**config.mk**
```make
export PLATFORM = sky130hd
export DESIGN_NAME = bba_ctrl
export DESIGN_NICKNAME = d
export VERILOG_FILES = /design/src/design/bba_pkg.sv /design/src/design/bba_ctrl.sv
export VERILOG_INCLUDE_DIRS = /design/src /design/src/design
export SDC_FILE = /design/constraint.sdc
export NUM_CORES = 1
export LEC_CHECK = 0
export BUFFER_PORTS_ARGS = -buffer_cell sky130_fd_sc_hd__clkbuf_2
export CAP_MARGIN = 20
export CORE_UTILIZATION = 44
export DETAILED_ROUTE_END_ITERATION = 7
export GPL_ROUTABILITY_DRIVEN = 0
export MAX_ROUTING_LAYER = met4
export PLACE_DENSITY = 0.77
export SLEW_MARGIN = 40
export SYNTH_ARGS = -nofsm -noshare
export SYNTH_HDL_FRONTEND = slang
export SYNTH_SLANG_ARGS = --single-unit
```
**constraint.sdc**
```tcl
create_clock -name clk -period 1.8 [get_ports clk]
set_input_delay 0 -clock clk [delete_from_list [all_inputs] [get_ports clk]]
set_output_delay 0 -clock clk [all_outputs]
set_load 0.02 [all_outputs]
```
**src/design/assert_macros.svh**
```systemverilog
// Assertion macros of the bitmap block allocator; used by the controller.
// No dependencies; included by the files that hold assertions.
`ifndef ASSERT_MACROS_SVH
`define ASSERT_MACROS_SVH
`ifndef ASSERT_OFF
`define BBA_ASSERT_IMP(label, clk, rstn, a, b) \
    label: assert property (@(posedge clk) disable iff (!rstn) (a) |-> (b)) \
        else $error("bba assertion failed");
`define BBA_ASSERT_NEXT(label, clk, rstn, a, b) \
    label: assert property (@(posedge clk) disable iff (!rstn) (a) |=> (b)) \
        else $error("bba assertion failed");
`else
`define BBA_ASSERT_IMP(label, clk, rstn, a, b)
`define BBA_ASSERT_NEXT(label, clk, rstn, a, b)
`endif
`endif

```
**src/design/bba_pkg.sv**
```systemverilog
// Types, constants and helper functions of the bitmap block allocator.
// No dependencies; imported by the datapath, controller, top level and testbench.
package bba_pkg;
    localparam int MapWords  = 1024;
    localparam int WordAw    = 10;
    localparam logic [16:0] HeapMax = 17'd65536;
    localparam logic [16:0] CountMax = 17'd131071;

    typedef enum logic [1:0] {
        STATUS_OK        = 2'd0,
        STATUS_NO_SPACE  = 2'd1,
        STATUS_ZERO_SIZE = 2'd2,
        STATUS_RANGE     = 2'd3
    } status_t;

    typedef enum logic [3:0] {
        ST_CLEAR, ST_IDLE, ST_DECIDE, ST_SCAN_RD, ST_SCAN_EV,
        ST_CHK_RD, ST_CHK_EV, ST_WR_RD, ST_WR_EV, ST_FINISH
    } state_t;

    typedef struct packed {
        logic    clr_we;
        logic    load_item;
        logic    scan_init;
        logic    cand_next;
        logic    cand_to_pos;
        logic    free_init;
        logic    pos_advance;
        logic    run_restart;
        logic    rd_sel_pos;
        logic    wr_en;
        logic    count_upd;
        logic    set_status;
        status_t status;
        logic    out_load;
    } cmd_t;

    typedef struct packed {
        logic clr_last;
        logic is_free;
        logic zero_size;
        logic free_ok;
        logic word_full;
        logic scan_fit;
        logic cand_last;
        logic conflict;
        logic run_done;
    } stat_t;

    function automatic logic [63:0] span_mask(input logic [5:0] lo, input logic [6:0] cnt);
        logic [63:0] m;
        m = (cnt[6]) ? '1 : ((64'd1 << cnt[5:0]) - 64'd1);
        return m << lo;
    endfunction

    function automatic logic [5:0] lowest_zero(input logic [63:0] w);
        logic [5:0] r;
        r = '0;
        for (int i = 63; i >= 0; i--)
        begin
            if (!w[i])
            begin
                r = 6'(i);
            end
        end
        return r;
    endfunction
endpackage

```
**src/design/bba_ctrl.sv**
```systemverilog
// Controller state machine: clearing sweep, first-fit scan, run check and run write.
// Depends on bba_pkg and assert_macros.svh.
`include "assert_macros.svh"
module bba_ctrl
    import bba_pkg::*;
(
    input  logic  clk,
    input  logic  rst_n,
    input  logic  in_valid,
    output logic  in_ready,
    output logic  out_valid,
    input  logic  out_ready,
    input  stat_t stat,
    output cmd_t  cmd
);
    state_t state_reg, state_next;
    logic   out_valid_reg;

    assign out_valid = out_valid_reg;

    always_comb
    begin
        state_next = state_reg;
        unique case (state_reg)
            ST_CLEAR:   if (stat.clr_last) state_next = ST_IDLE;
            ST_IDLE:    if (in_valid) state_next = ST_DECIDE;
            ST_DECIDE:
            begin
                if (stat.is_free)
                    state_next = stat.free_ok ? ST_WR_RD : ST_FINISH;
                else
                    state_next = stat.zero_size ? ST_FINISH : ST_SCAN_RD;
            end
            ST_SCAN_RD: state_next = ST_SCAN_EV;
            ST_SCAN_EV:
            begin
                if (stat.word_full)
                    state_next = stat.cand_last ? ST_FINISH : ST_SCAN_RD;
                else
                    state_next = stat.scan_fit ? ST_CHK_RD : ST_FINISH;
            end
            ST_CHK_RD:  state_next = ST_CHK_EV;
            ST_CHK_EV:
            begin
                if (stat.conflict)
                    state_next = stat.cand_last ? ST_FINISH : ST_SCAN_RD;
                else
                    state_next = stat.run_done ? ST_WR_RD : ST_CHK_RD;
            end
            ST_WR_RD:   state_next = ST_WR_EV;
            ST_WR_EV:   state_next = stat.run_done ? ST_FINISH : ST_WR_RD;
            ST_FINISH:  if (!out_valid_reg || out_ready) state_next = ST_IDLE;
            default:    state_next = ST_IDLE;
        endcase
    end

    always_comb
    begin
        cmd        = '0;
        cmd.status = STATUS_OK;
        in_ready   = 1'b0;
        unique case (state_reg)
            ST_CLEAR:   cmd.clr_we = 1'b1;
            ST_IDLE:
            begin
                in_ready      = 1'b1;
                cmd.load_item = in_valid;
            end
            ST_DECIDE:
            begin
                cmd.scan_init = 1'b1;
                cmd.free_init = 1'b1;
                if (stat.is_free && !stat.free_ok)
                begin
                    cmd.set_status = 1'b1;
                    cmd.status     = STATUS_RANGE;
                end
                else if (!stat.is_free && stat.zero_size)
                begin
                    cmd.set_status = 1'b1;
                    cmd.status     = STATUS_ZERO_SIZE;
                end
            end
            ST_SCAN_RD: cmd.rd_sel_pos = 1'b0;
            ST_SCAN_EV:
            begin
                if (stat.word_full)
                begin
                    cmd.cand_next  = !stat.cand_last;
                    cmd.set_status = stat.cand_last;
                    cmd.status     = STATUS_NO_SPACE;
                end
                else if (stat.scan_fit)
                begin
                    cmd.cand_to_pos = 1'b1;
                end
                else
                begin
                    cmd.set_status = 1'b1;
                    cmd.status     = STATUS_NO_SPACE;
                end
            end
            ST_CHK_RD:  cmd.rd_sel_pos = 1'b1;
            ST_CHK_EV:
            begin
                if (stat.conflict)
                begin
                    cmd.cand_next  = !stat.cand_last;
                    cmd.set_status = stat.cand_last;
                    cmd.status     = STATUS_NO_SPACE;
                end
                else if (stat.run_done)
                begin
                    cmd.run_restart = 1'b1;
                end
                else
                begin
                    cmd.pos_advance = 1'b1;
                end
            end
            ST_WR_RD:   cmd.rd_sel_pos = 1'b1;
            ST_WR_EV:
            begin
                cmd.rd_sel_pos  = 1'b1;
                cmd.wr_en       = 1'b1;
                cmd.pos_advance = 1'b1;
                cmd.count_upd   = stat.run_done;
            end
            ST_FINISH:  cmd.out_load = !out_valid_reg || out_ready;
            default:    cmd = '0;
        endcase
    end

    always_ff @(posedge clk or negedge rst_n)
    begin
        if (!rst_n)
        begin
            state_reg     <= ST_CLEAR;
            out_valid_reg <= 1'b0;
        end
        else
        begin
            state_reg <= state_next;
            if (cmd.out_load)
                out_valid_reg <= 1'b1;
            else if (out_ready)
                out_valid_reg <= 1'b0;
        end
    end

    `BBA_ASSERT_NEXT(a_accept_decide, clk, rst_n, in_valid && in_ready, state_reg == ST_DECIDE)
    `BBA_ASSERT_IMP(a_clear_blocks, clk, rst_n, state_reg == ST_CLEAR, !in_ready && !out_valid)
    `BBA_ASSERT_NEXT(a_finish_holds, clk, rst_n,
        state_reg == ST_FINISH && out_valid_reg && !out_ready, state_reg == ST_FINISH)
    `BBA_ASSERT_IMP(a_write_in_run, clk, rst_n, cmd.wr_en, !cmd.clr_we && !cmd.load_item)
endmodule

```
======== After elaboration in Yosys (flattened, before gate mapping) ========
Index checks and enable logic that the tools add are counted.
W data, S select, Z words.
storage, ports and cells
  memories kept ........................... 0
  bits of input ports ..................... 13
  latch bits .............................. 0
  flip-flop bits (word level) ............. 5
  word-level logic and storage cells ...... 64
  RAM bits ................................ 0
  bits in read-only memories .............. 0
  output and inout port bits .............. 17
operators by class
  reduce and logical (&&, ||, !) cells .... 11
  multiplexer cells ....................... 39
  bitwise operators ....................... 0
  $mul .................................... 0
  $lt $le $gt $ge ......................... 0
  shifts and indexed selects .............. 0
  add/sub/neg operators ................... 0
  div/mod/pow operators ................... 0
  equality and inequality tests ........... 12
operators by type and width
  operator              number
  $mux W4               11
  $pmux W4 S10          1
  $eq A4 B3 Y1 const B  4
  $mux W1               16
  $mux W3               5
  $pmux W3 S3           1
  $eq A4 B2 Y1 const B  2
  $eq A4 B4 Y1 const B  2
  $mux W2               3
  $ne A2 B2 Y1 const B  3
  $eq A4 B1 Y1 const B  1
  $logic_not A1 Y1      4
  $logic_not A4 Y1      1
  $pmux W1 S2           2
  $reduce_and A3 Y1     1
  $reduce_or A3 Y1      1
  $logic_and A1 B1 Y1   2
  $reduce_bool A2 Y1    1
  $logic_or A1 B1 Y1    1

======== Longest topological paths before layout ========
Gate-level depths: netlist of the first run.
  depth after elaboration ................. 5
  gate-level depth with buffers ........... 5
  gate-level depth less buffers ........... 4

======== Least setup slack after synthesis of the first run ========
Ideal clock, no wire load.
  path type ............................... register -> output
  start point ............................. register state_reg[3]
  end point ............................... output port cmd[13] (netlist name)
  data required time ...................... 1.800 ns
  path slack .............................. 0.382 ns
  path buffers ............................ 1
  cell stages (with the launch flop) ...... 4
  arrival ................................. 1.418 ns
  path through ............................ dfrtp_1 clkbuf_8 nor3_1 and2_1
RTL lines
  element                 RTL line         text
  start, declared         bba_ctrl.sv:16   state_t state_reg, state_next;
  start signal, assigned  bba_ctrl.sv:143  state_reg <= state_next;
  end, declared           bba_ctrl.sv:14   output cmd_t cmd

==> results of run 1 <==
-- power by group through the flow --
stage	combinational (mW)	sequential (mW)	clock [mW]
CTS	0.752	0.273	0.138
detailed placement	0.740	0.272	0
global route	0.828	0.290	0.145
floorplan	0.650	0.210	0
global placement	0.736	0.272	0
finish	0.765	0.286	0.134
-- synthesized netlist by cell type, types with 2 or more instances --
library cell  instances  area [µm²]
inv_1                 2       7.510
o211ai_1              2       15.01
nor3_1                5       25.02
nand2_1               5       18.77
and2_1                2       12.51
nor2b_2               2       17.52
a21o_1                2       15.01
nand3_1               2       10.01
dfrtp_1               5       125.1
nand2b_1              3       18.77
buf_4                 3       22.52
a21oi_1               2       10.01
nor2_1                8       30.03
nor2b_1               3       18.77
-- cell families (layout without fill, tap and decap cells) --
kind of cell | after synthesis | after routing | share of synthesized area [%]
and+or+nand+nor | 44 | 44 | 46.29
AOI/OAI and AO/OA | 16 | 16 | 19.63
buffers and inverters | 8 | 40 | 9.916
DFF | 5 | 5 | 20.66
muxes | 2 | 2 | 3.512
-- per-stage QoR --
| stage | cells | power, mW | cell area [µm²] | worst slack (ns) |
|---|---|---|---|---|
| floorplan | 75 | 0.8597 | 605.6 | 0.3820 |
| global placement | 116 | 1.008 | 739.5 | 0.2853 |
| detailed placement | 116 | 1.012 | 739.5 | 0.2811 |
| CTS | 121 | 1.163 | 775.7 | 0.007050 |
| global route | 122 | 1.263 | 792.0 | 0.03111 |
| finish | 122 | 1.185 | 792.0 | 0.06102 |
-- repair_timing --
item / in CTS / in global routing
resized for setup: 0 / 3
hold buffers: 1 / 0
endpoints found under the hold margin: 5 / 0
setup endpoints to repair: 0 / 4
setup buffers: 0 / 1
-- cell type report --
class | count | area share (%)
Multi-Input combinational cell | 62 | 53.87
Clock buffer | 4 | 3.318
Sequential cell | 5 | 16.11
Inverter | 2 | 0.9479
Tap cell | 15 | 2.370
Timing Repair Buffer | 34 | 23.38
-- routing by layer --
| layer | GRT usage, % | part of all wire, % | up-vias |
|---|---|---|---|
| met4 | 18.10 | 3.5 | 0 |
| met5 | - | 0 | - |
| met3 | 2.312 | 6.2 | 9 |
| met2 | 37.08 | 47 | 43 |
| met1 | 26.55 | 43 | 319 |
| li1 | - | - | 334 |
-- final timing paths --
kind | startpoint | end | slack [ns] | cells after the start
worst min register to register | state_reg[3] | state_reg[0] | 0.68 | 1
min in group asynchronous | rst_n | state_reg[1] | 0.12 | 2
max in group asynchronous | rst_n | state_reg[3] | 1.53 | 2
worst max-delay path | state_reg[1] | cmd[1] | 0.06 | 5
worst min-delay path | stat[8] | state_reg[0] | 0.04 | 3
worst max register to register | state_reg[2] | state_reg[3] | 0.36 | 4
-- critical path, stage by stage, from the launching register on --
cell      delay (ns)
dfrtp_2         0.47
nor2b_2         0.20
nor3b_4         0.17
buf_4           0.15
a311o_1         0.34
clkbuf_2        0.16
==> results.ini, run 1 <==
[run_status]
outcome=finished, final reports clean

[power_and_ir_drop]
sequentialPowerShare_pct=24.1
internal_power_mw=0.5719
pwr-share-comb_pct=64.6
p_switching_mw=0.6132
ir_worst_vdd_mv=0.8347
p_per_area_nw_per_um2=1496
clockPowerShare_pct=11.3
p_sw_share_pct=51.74
p_leak_nw=0.3988

[floorplanning]
die_area_um2=1529
num_io_pins=30
die_height_um=39.10
num_rows=13
die_x_um=39.10
initial_core_util_pct=47.13
core_um2=1285

[setup_path]
cp.required_ns=1.80
crit_arrival_ns=1.74
start_kind=flip-flop
critPathCaptureType=output port
worst-setup-path-type=flip-flop to output port
cp_max_fo=10

[logic_synthesis]
synth_edf_count=0
synth_cell_types=43
synthArstFlopShare_pct=100.0
ys.flop_type=dfrtp_1
synth_seq_cells=5
syn_inst=75
yosysSeqAreaShare_pct=20.66
syn_area_per_cell_um2=8.074
yosysWarnings=0
synth_area_um2=605.6
synth_nets=88

[worst_hold_path]
hold_path.class=input pin to flip-flop

[route]
dr.first_iter.drc_count=34
vias=705
viasPerCell=5.779
routed_wl_um=1667
dr.pass1.iters=4
ant_nets=0
post_drt_wl_per_cell_um=13.66
drc_errors=0

[final_layout]
largest_register_ffs=4
multi_input_comb_area_um2=426.7
final-seq-area_um2=127.6
final_common_cell=clkbuf_2
area_growth_pct=30.79
fill_cells=109
antennaDiodeCount=0
final_core_utilization_pct=61.64
nNetsFinal=121
final_layout_size_suffix_gt1_share_pct=44.86
final_cell_mix=clkbuf_2 (29), nor2_1 (8), nor3_1 (5), nand2_1 (5), buf_4 (4)

[sta]
worst_pin_slew_ns=0.3772
rsz0062_at_grt=no
hold_viol=0
fin_crit_sh_pct=96.61
max_freq_ghz=0.5750
drv_slew=0
skew_ns=0.001111
relSlewSlack_pct=74.86
finalSetupTns_ns=0
whs_ns=0.04167
finalSetupViolCount=0
fin_crit_ns=1.739

[clocking]
cts-root-buf=clkbuf_4
cts_sinks=5
cts_max_level=1
clk_path_buf_depth=2
cts_buffers=3
cts_tree=yes
clkTransAtPathRegs_ns=0.05
clock_latency_ns=0.24

[global_route]
grtUsageTotal_pct=23.32
grt_pass1_vias=558
antenna_found_initial=0
overflow=0
grt_pass1_wl_um=2311
grt_max_degree=14

[job]
cap_violations=0

[place]
io_buffers=29
dp_hpwl_um=1207

Note: power is estimated with default switching activity, not from simulation.
==> run 2, diff against run 1 <==
--- a/config.mk
+++ b/config.mk
@@ -6,13 +6,14 @@
 export SDC_FILE = /design/constraint.sdc
 export NUM_CORES = 1
 export LEC_CHECK = 0
+export ABC_CLOCK_PERIOD_IN_PS = 1800
 export BUFFER_PORTS_ARGS = -buffer_cell sky130_fd_sc_hd__clkbuf_2
 export CAP_MARGIN = 20
-export CORE_UTILIZATION = 44
+export CORE_UTILIZATION = 38
 export DETAILED_ROUTE_END_ITERATION = 7
 export GPL_ROUTABILITY_DRIVEN = 0
 export MAX_ROUTING_LAYER = met4
-export PLACE_DENSITY = 0.77
+export PLACE_DENSITY = 0.68
 export SLEW_MARGIN = 40
 export SYNTH_ARGS = -nofsm -noshare
 export SYNTH_HDL_FRONTEND = slang
==> results.ini, run 2 (same netlist as run 1, synthesis figures left out) <==
[sta]
relSlewSlack_pct=73.35  ; -1.5 points
drv_slew=0  ; unchanged
rsz0062_at_grt=no
worst_pin_slew_ns=0.3997  ; +0.02254 ns
finalSetupViolCount=0  ; unchanged
fin_crit_ns=1.675  ; -0.06360 ns
skew_ns=0.002461  ; +0.001349 ns
max_freq_ghz=0.5969  ; +3.8%
fin_ws_ns=0.1246  ; +0.06360 ns
finalSetupTns_ns=0  ; unchanged
hold_viol=0  ; unchanged
fin_crit_sh_pct=93.08  ; -3.5 points

[setup_path]
slowest_stage=dfrtp_2
cp.required_ns=1.80  ; about the same
ff2ff_path_depth=3  ; -1
critPathCaptureType=output port
r2r-start=state_reg[0]
cp_cell_sequence=nor2b_2, nor3b_4, a21bo_1, nand2_1, clkbuf_2
r2r_end=state_reg[0]
crit_arrival_ns=1.68  ; -0.06 ns
crit_start=state_reg[1]
rrSetupSlack_ns=0.33  ; -0.03 ns
max_stage_delay_ns=0.44  ; -0.03 ns
start_kind=flip-flop
worst-setup-path-type=flip-flop to output port
cp_max_fo=11  ; +1

[final_layout]
largest_register_ffs=4  ; unchanged
final_cell_mix=clkbuf_2 (29), nor2_1 (8), buf_4 (8)
nNetsFinal=125  ; +3.3%
final_common_cell=clkbuf_2
final_layout_size_suffix_gt1_share_pct=47.75  ; +2.9 points
antennaDiodeCount=0  ; unchanged
area_growth_pct=35.74

[clocking]
cts_tree=yes
clk_path_buf_depth=2  ; unchanged
clkTransAtPathRegs_ns=0.04  ; about the same
cts_sinks=5  ; unchanged
clock_latency_ns=0.25  ; about the same
cts_max_level=1  ; unchanged
cts-root-buf=clkbuf_4
cts_buffers=3  ; unchanged

[place]
dpl_worst_slack_ns=0.1953  ; -0.08584 ns
io_buffers=29  ; unchanged
dp_hpwl_um=1215  ; +0.71%

[floorplanning]
core_um2=1489  ; +16%
die_height_um=41.92  ; +7.2%
num_rows=14  ; +1
initial_core_util_pct=40.67  ; -6.5 points
die_area_um2=1757  ; +15%
die_x_um=41.92  ; +7.2%
num_io_pins=30  ; unchanged

[route]
post_drt_wl_per_cell_um=13.05  ; -4.5%
drc_errors=0  ; unchanged
dr.first_iter.drc_count=19  ; -44%
dr.pass1.iters=4  ; unchanged
routed_wl_um=1657  ; -0.60%
vias=694  ; -1.6%
ant_nets=0  ; unchanged
viasPerCell=5.465  ; -5.4%

[global_route]
grtUsageTotal_pct=21.24  ; -2.1 points
grt_pass1_vias=621  ; +11%
overflow=0  ; unchanged
grt_pass1_wl_um=2773  ; +20%
antenna_found_initial=0  ; unchanged
grt_max_degree=16  ; +2

[worst_hold_path]
hp-start=stat[5]
hold_path.class=input pin to flip-flop
holdPathStages=3  ; unchanged
hold_end=state_reg[2]

[power_and_ir_drop]
p_per_area_nw_per_um2=1491  ; -0.32%
ir_worst_vdd_mv=1.003  ; +20%
p_leak_nw=0.4208  ; +5.5%

[run_status]
outcome=finished, final reports clean

[job]
cap_violations=0  ; unchanged

## run 2: power by group
part / switching (mW) / internal (mW)
Clock: 0.0496 / 0.0840
Sequential: 0.124 / 0.165
Combinational: 0.435 / 0.369
## run 2: worst max-delay path by stage
stage	end	slack, ns
2_1_floorplan	cmd[13]	0.38
3_3_place_gp	cmd[3]	0.26
3_5_place_dp	cmd[3]	0.20
4_1_cts	cmd[1]	0.05
5_1_grt	cmd[3]	0.004
6_report	cmd[3]	0.12
## run 2: layer usage
metal | up-vias | track usage, % | part of all wire [%]
li1 | 344 | - | -
met2 | 26 | 31.56 | 47
met5 | - | - | 0
met3 | 6 | 8.261 | 6.3
met1 | 318 | 25.47 | 44
met4 | 0 | 9.032 | 2.4
## run 2: timing repair
action                                  CTS  global route
resized for setup                         1             3
endpoints found under the hold margin     5             0
pin swaps                                 0             0
hold buffers                              1             0
setup buffers                             0             6
endpoints found under the setup margin    2             3
cloned                                    0             0
## run 2: worst max-delay path: cells and delay by family, from the launching register on
kind	cells	cell delay, ns
AO/OA/AOI/OAI	1	0.26
buffers and inverters	1	0.17
flip-flops	1	0.44
AND/OR/NAND/NOR	3	0.56
## run 2: layout make-up
class	instances	area [µm²]
well taps	16	20.02
fillers	152	666.9
multi-input cells	62	425.4
repair buffers	38	215.2
inverters	2	7.507
clock buffers	4	26.28
flip-flops and latches	5	127.6
## run 2: per-stage QoR
stage	hold slack (ns)	std cells	cell area [µm²]	total power [mW]	utilization (%)
floorplan	-0.2956	75	605.6	0.8597	-
global placement	-0.1762	116	733.2	0.9940	49.24
detailed placement	-0.1705	116	733.2	1.006	49.24
CTS	0.04189	121	770.7	1.149	51.76
global route	0.06757	127	822.0	1.321	55.21
finish	0.04400	127	822.0	1.226	55.21
==> run 3, diff against run 2 <==
--- a/config.mk
+++ b/config.mk
@@ -6,15 +6,16 @@
 export SDC_FILE = /design/constraint.sdc
 export NUM_CORES = 1
 export LEC_CHECK = 0
-export ABC_CLOCK_PERIOD_IN_PS = 1800
+export ABC_AREA = 1
+export ABC_CLOCK_PERIOD_IN_PS = 1700
 export BUFFER_PORTS_ARGS = -buffer_cell sky130_fd_sc_hd__clkbuf_2
 export CAP_MARGIN = 20
 export CORE_UTILIZATION = 38
 export DETAILED_ROUTE_END_ITERATION = 7
 export GPL_ROUTABILITY_DRIVEN = 0
 export MAX_ROUTING_LAYER = met4
-export PLACE_DENSITY = 0.68
-export SLEW_MARGIN = 40
+export PLACE_DENSITY = 0.7
+export SLEW_MARGIN = 20
 export SYNTH_ARGS = -nofsm -noshare
 export SYNTH_HDL_FRONTEND = slang
 export SYNTH_SLANG_ARGS = --single-unit
==> constraint.sdc (replaced) <==
create_clock -name clk -period 1.7 [get_ports clk]
set_input_delay 0 -clock clk [delete_from_list [all_inputs] [get_ports clk]]
set_output_delay 0 -clock clk [all_outputs]
set_load 0.02 [all_outputs]
==> results.ini, run 3 <==
[run_status]
outcome=finished, final reports clean

[logic_synthesis]
synth_cell_types=16  ; -63%
syn_area_per_cell_um2=5.670  ; -30%
synth_area_um2=533.0  ; -12%
synthArstFlopShare_pct=100.0  ; unchanged
yosysWarnings=0  ; unchanged
yosysMostFrequentCell=nor2_1
syn_inst=94  ; +25%
ys.flop_type=dfrtp_1
synth_top_area_share_pct=23.47  ; +2.8 points
synth_seq_cells=5  ; unchanged
yosysSeqAreaShare_pct=23.47  ; +2.8 points
synth_nets=107  ; +22%
synth_edf_count=0  ; unchanged
synthTopCellsByArea=dfrtp_1 (23%), nor2_1 (15%), nand2_1 (13%)
synthTopCellsByCount=nor2_1 (22), nand2_1 (18), inv_1 (14), nand3_1 (11), o21ai_0 (9)
yosysTopAreaCell=dfrtp_1

[final_layout]
largest_register_ffs=4  ; unchanged
final_cell_mix=clkbuf_2 (28), nor2_1 (22), nand2_1 (18)
final_common_cell=clkbuf_2
antennaDiodeCount=0  ; unchanged
final_layout_size_suffix_gt1_share_pct=34.38  ; -13 points
nNetsFinal=142  ; +14%
final_core_utilization_pct=57.21  ; +2.0 points
area_growth_pct=39.67

[sta]
skew_ns=0.007268  ; +0.004807 ns
worst_pin_slew_ns=0.2668  ; -0.1329 ns
whs_ns=0.05182  ; +0.007817 ns
relSlewSlack_pct=82.20  ; +8.8 points
hold_viol=0  ; unchanged
finalSetupTns_ns=0  ; unchanged
max_freq_ghz=0.6470
fin_crit_ns=1.546
drv_slew=0  ; unchanged
finalSetupViolCount=0  ; unchanged
fin_crit_sh_pct=90.92

[power_and_ir_drop]
p_sw_share_pct=54.84  ; +5.2 points
p_per_area_nw_per_um2=1436  ; -3.7%
pwr-share-comb_pct=64.5  ; -1.0 points
p_switching_mw=0.5861  ; -3.7%
ir_worst_vdd_mv=1.063  ; +5.9%
p_leak_nw=0.4347  ; +3.3%
internal_power_mw=0.4827  ; -22%
sequentialPowerShare_pct=22.0  ; -1.6 points
clockPowerShare_pct=13.5  ; +2.6 points

[clocking]
cts-root-buf=clkbuf_4
cts_tree=yes
clk_path_buf_depth=2  ; unchanged
cts_max_level=1  ; unchanged
cts_buffers=3  ; unchanged
cts_sinks=5  ; unchanged
clkTransAtPathRegs_ns=0.04  ; about the same
clock_latency_ns=0.25  ; about the same

[setup_path]
cp_max_fo=7  ; -4
crit_arrival_ns=1.55  ; -0.13 ns
crit_start=state_reg[0]
r2r-start=state_reg[0]
worst-setup-path-type=flip-flop to output port
start_kind=flip-flop
cp.required_ns=1.70  ; -0.10 ns
critPathCaptureType=output port

[route]
dr.first_iter.drc_count=8  ; -11
viasPerCell=4.867  ; -11%
ant_nets=0  ; unchanged
drc_errors=0  ; unchanged
dr.pass1.iters=4  ; unchanged
routed_wl_um=1302  ; -21%
post_drt_wl_per_cell_um=9.105  ; -30%
vias=696  ; +0.29%

[worst_hold_path]
hp-start=stat[8]
hold_path.class=input pin to flip-flop

[floorplanning]
die_x_um=39.45  ; -5.9%
core_um2=1301  ; -13%
die_height_um=39.45  ; -5.9%
initial_core_util_pct=40.96  ; +0.29 points
num_io_pins=30  ; unchanged
num_rows=13  ; -1
die_area_um2=1556  ; -11%

[place]
io_buffers=29  ; unchanged
dp_hpwl_um=1081  ; -11%

[global_route]
grt_pass1_vias=545  ; -12%
grt_pass1_wl_um=2042  ; -26%
antenna_found_initial=0  ; unchanged
overflow=0  ; unchanged
grtUsageTotal_pct=21.00  ; -0.25 points
grt_max_degree=8  ; -8

[job]
cap_violations=0  ; unchanged

[run 3: metal layers]
metal	track usage, %	up-vias	routed length [µm]
li1	-	362	-
met1	24.31	305	570
met2	32.38	26	616
met3	3.409	3	91
met4	15.52	0	24
met5	-	-	0
[run 3: final timing paths]
| kind | end | slack [ns] | depth (start not counted) |
|---|---|---|---|
| max | cmd[3] | 0.15 | 8 |
| min | state_reg[0] | 0.05 | 3 |
| max reg2reg | state_reg[3] | 0.47 | 5 |
| min reg2reg | out_valid | 0.57 | 2 |
| max in group asynchronous | state_reg[0] | 1.46 | 2 |
| min in group asynchronous | state_reg[1] | 0.09 | 2 |
[run 3: cell families (layout without fill, tap and decap cells)]
| family | Yosys count | after routing | synth area share, % |
|---|---|---|---|
| simple gates | 61 | 61 | 53.05 |
| buf+inv | 17 | 51 | 12.68 |
| compound gates | 11 | 11 | 10.80 |
| flops | 5 | 5 | 23.47 |
[run 3: power groups by stage]
stage | clock network [mW] | registers (mW) | logic [mW]
5_1_grt | 0.160 | 0.247 | 0.768
4_1_cts | 0.147 | 0.231 | 0.687
3_5_place_dp | 0 | 0.234 | 0.680
3_3_place_gp | 0 | 0.232 | 0.684
2_1_floorplan | 0 | 0.236 | 0.497
6_report | 0.144 | 0.235 | 0.690
[run 3: per-stage QoR]
step / cells / instance area (µm²) / power, mW / setup WS, ns
2_1_floorplan: 94 / 533.0 / 0.7326 / 0.3700
3_3_place_gp: 137 / 689.4 / 0.9156 / 0.4354
4_1_cts: 143 / 737.0 / 1.064 / 0.1100
6_report: 143 / 744.5 / 1.069 / 0.1544
3_5_place_dp: 137 / 689.4 / 0.9132 / 0.3841
5_1_grt: 143 / 744.5 / 1.174 / -0.009416
[run 3: worst max-delay path, cell delays in order (launching register included)]
cell,delay [ns]
dfrtp_2,0.44
inv_2,0.09
nand2_1,0.10
nor2_4,0.15
nand2_1,0.09
nor2_1,0.13
nor2_1,0.06
o21ai_0,0.06
buf_2,0.18
[run 3: what timing repair did]
action	in CTS	in global routing
setup buffers	0	0
resized for setup	0	4
hold buffers	2	0
endpoints found under the setup margin	0	1
endpoints found under the hold margin	6	0
[run 3: cell type report]
cell class | instances | area [µm²]
sequential | 5 | 127.6
fill | 144 | 556.8
timing repair buffer | 31 | 165.2
clock inverter | 1 | 5.005
multi-input combinational | 72 | 345.3
tap | 15 | 18.77
clock buffer | 3 | 22.52
inverter | 16 | 60.06
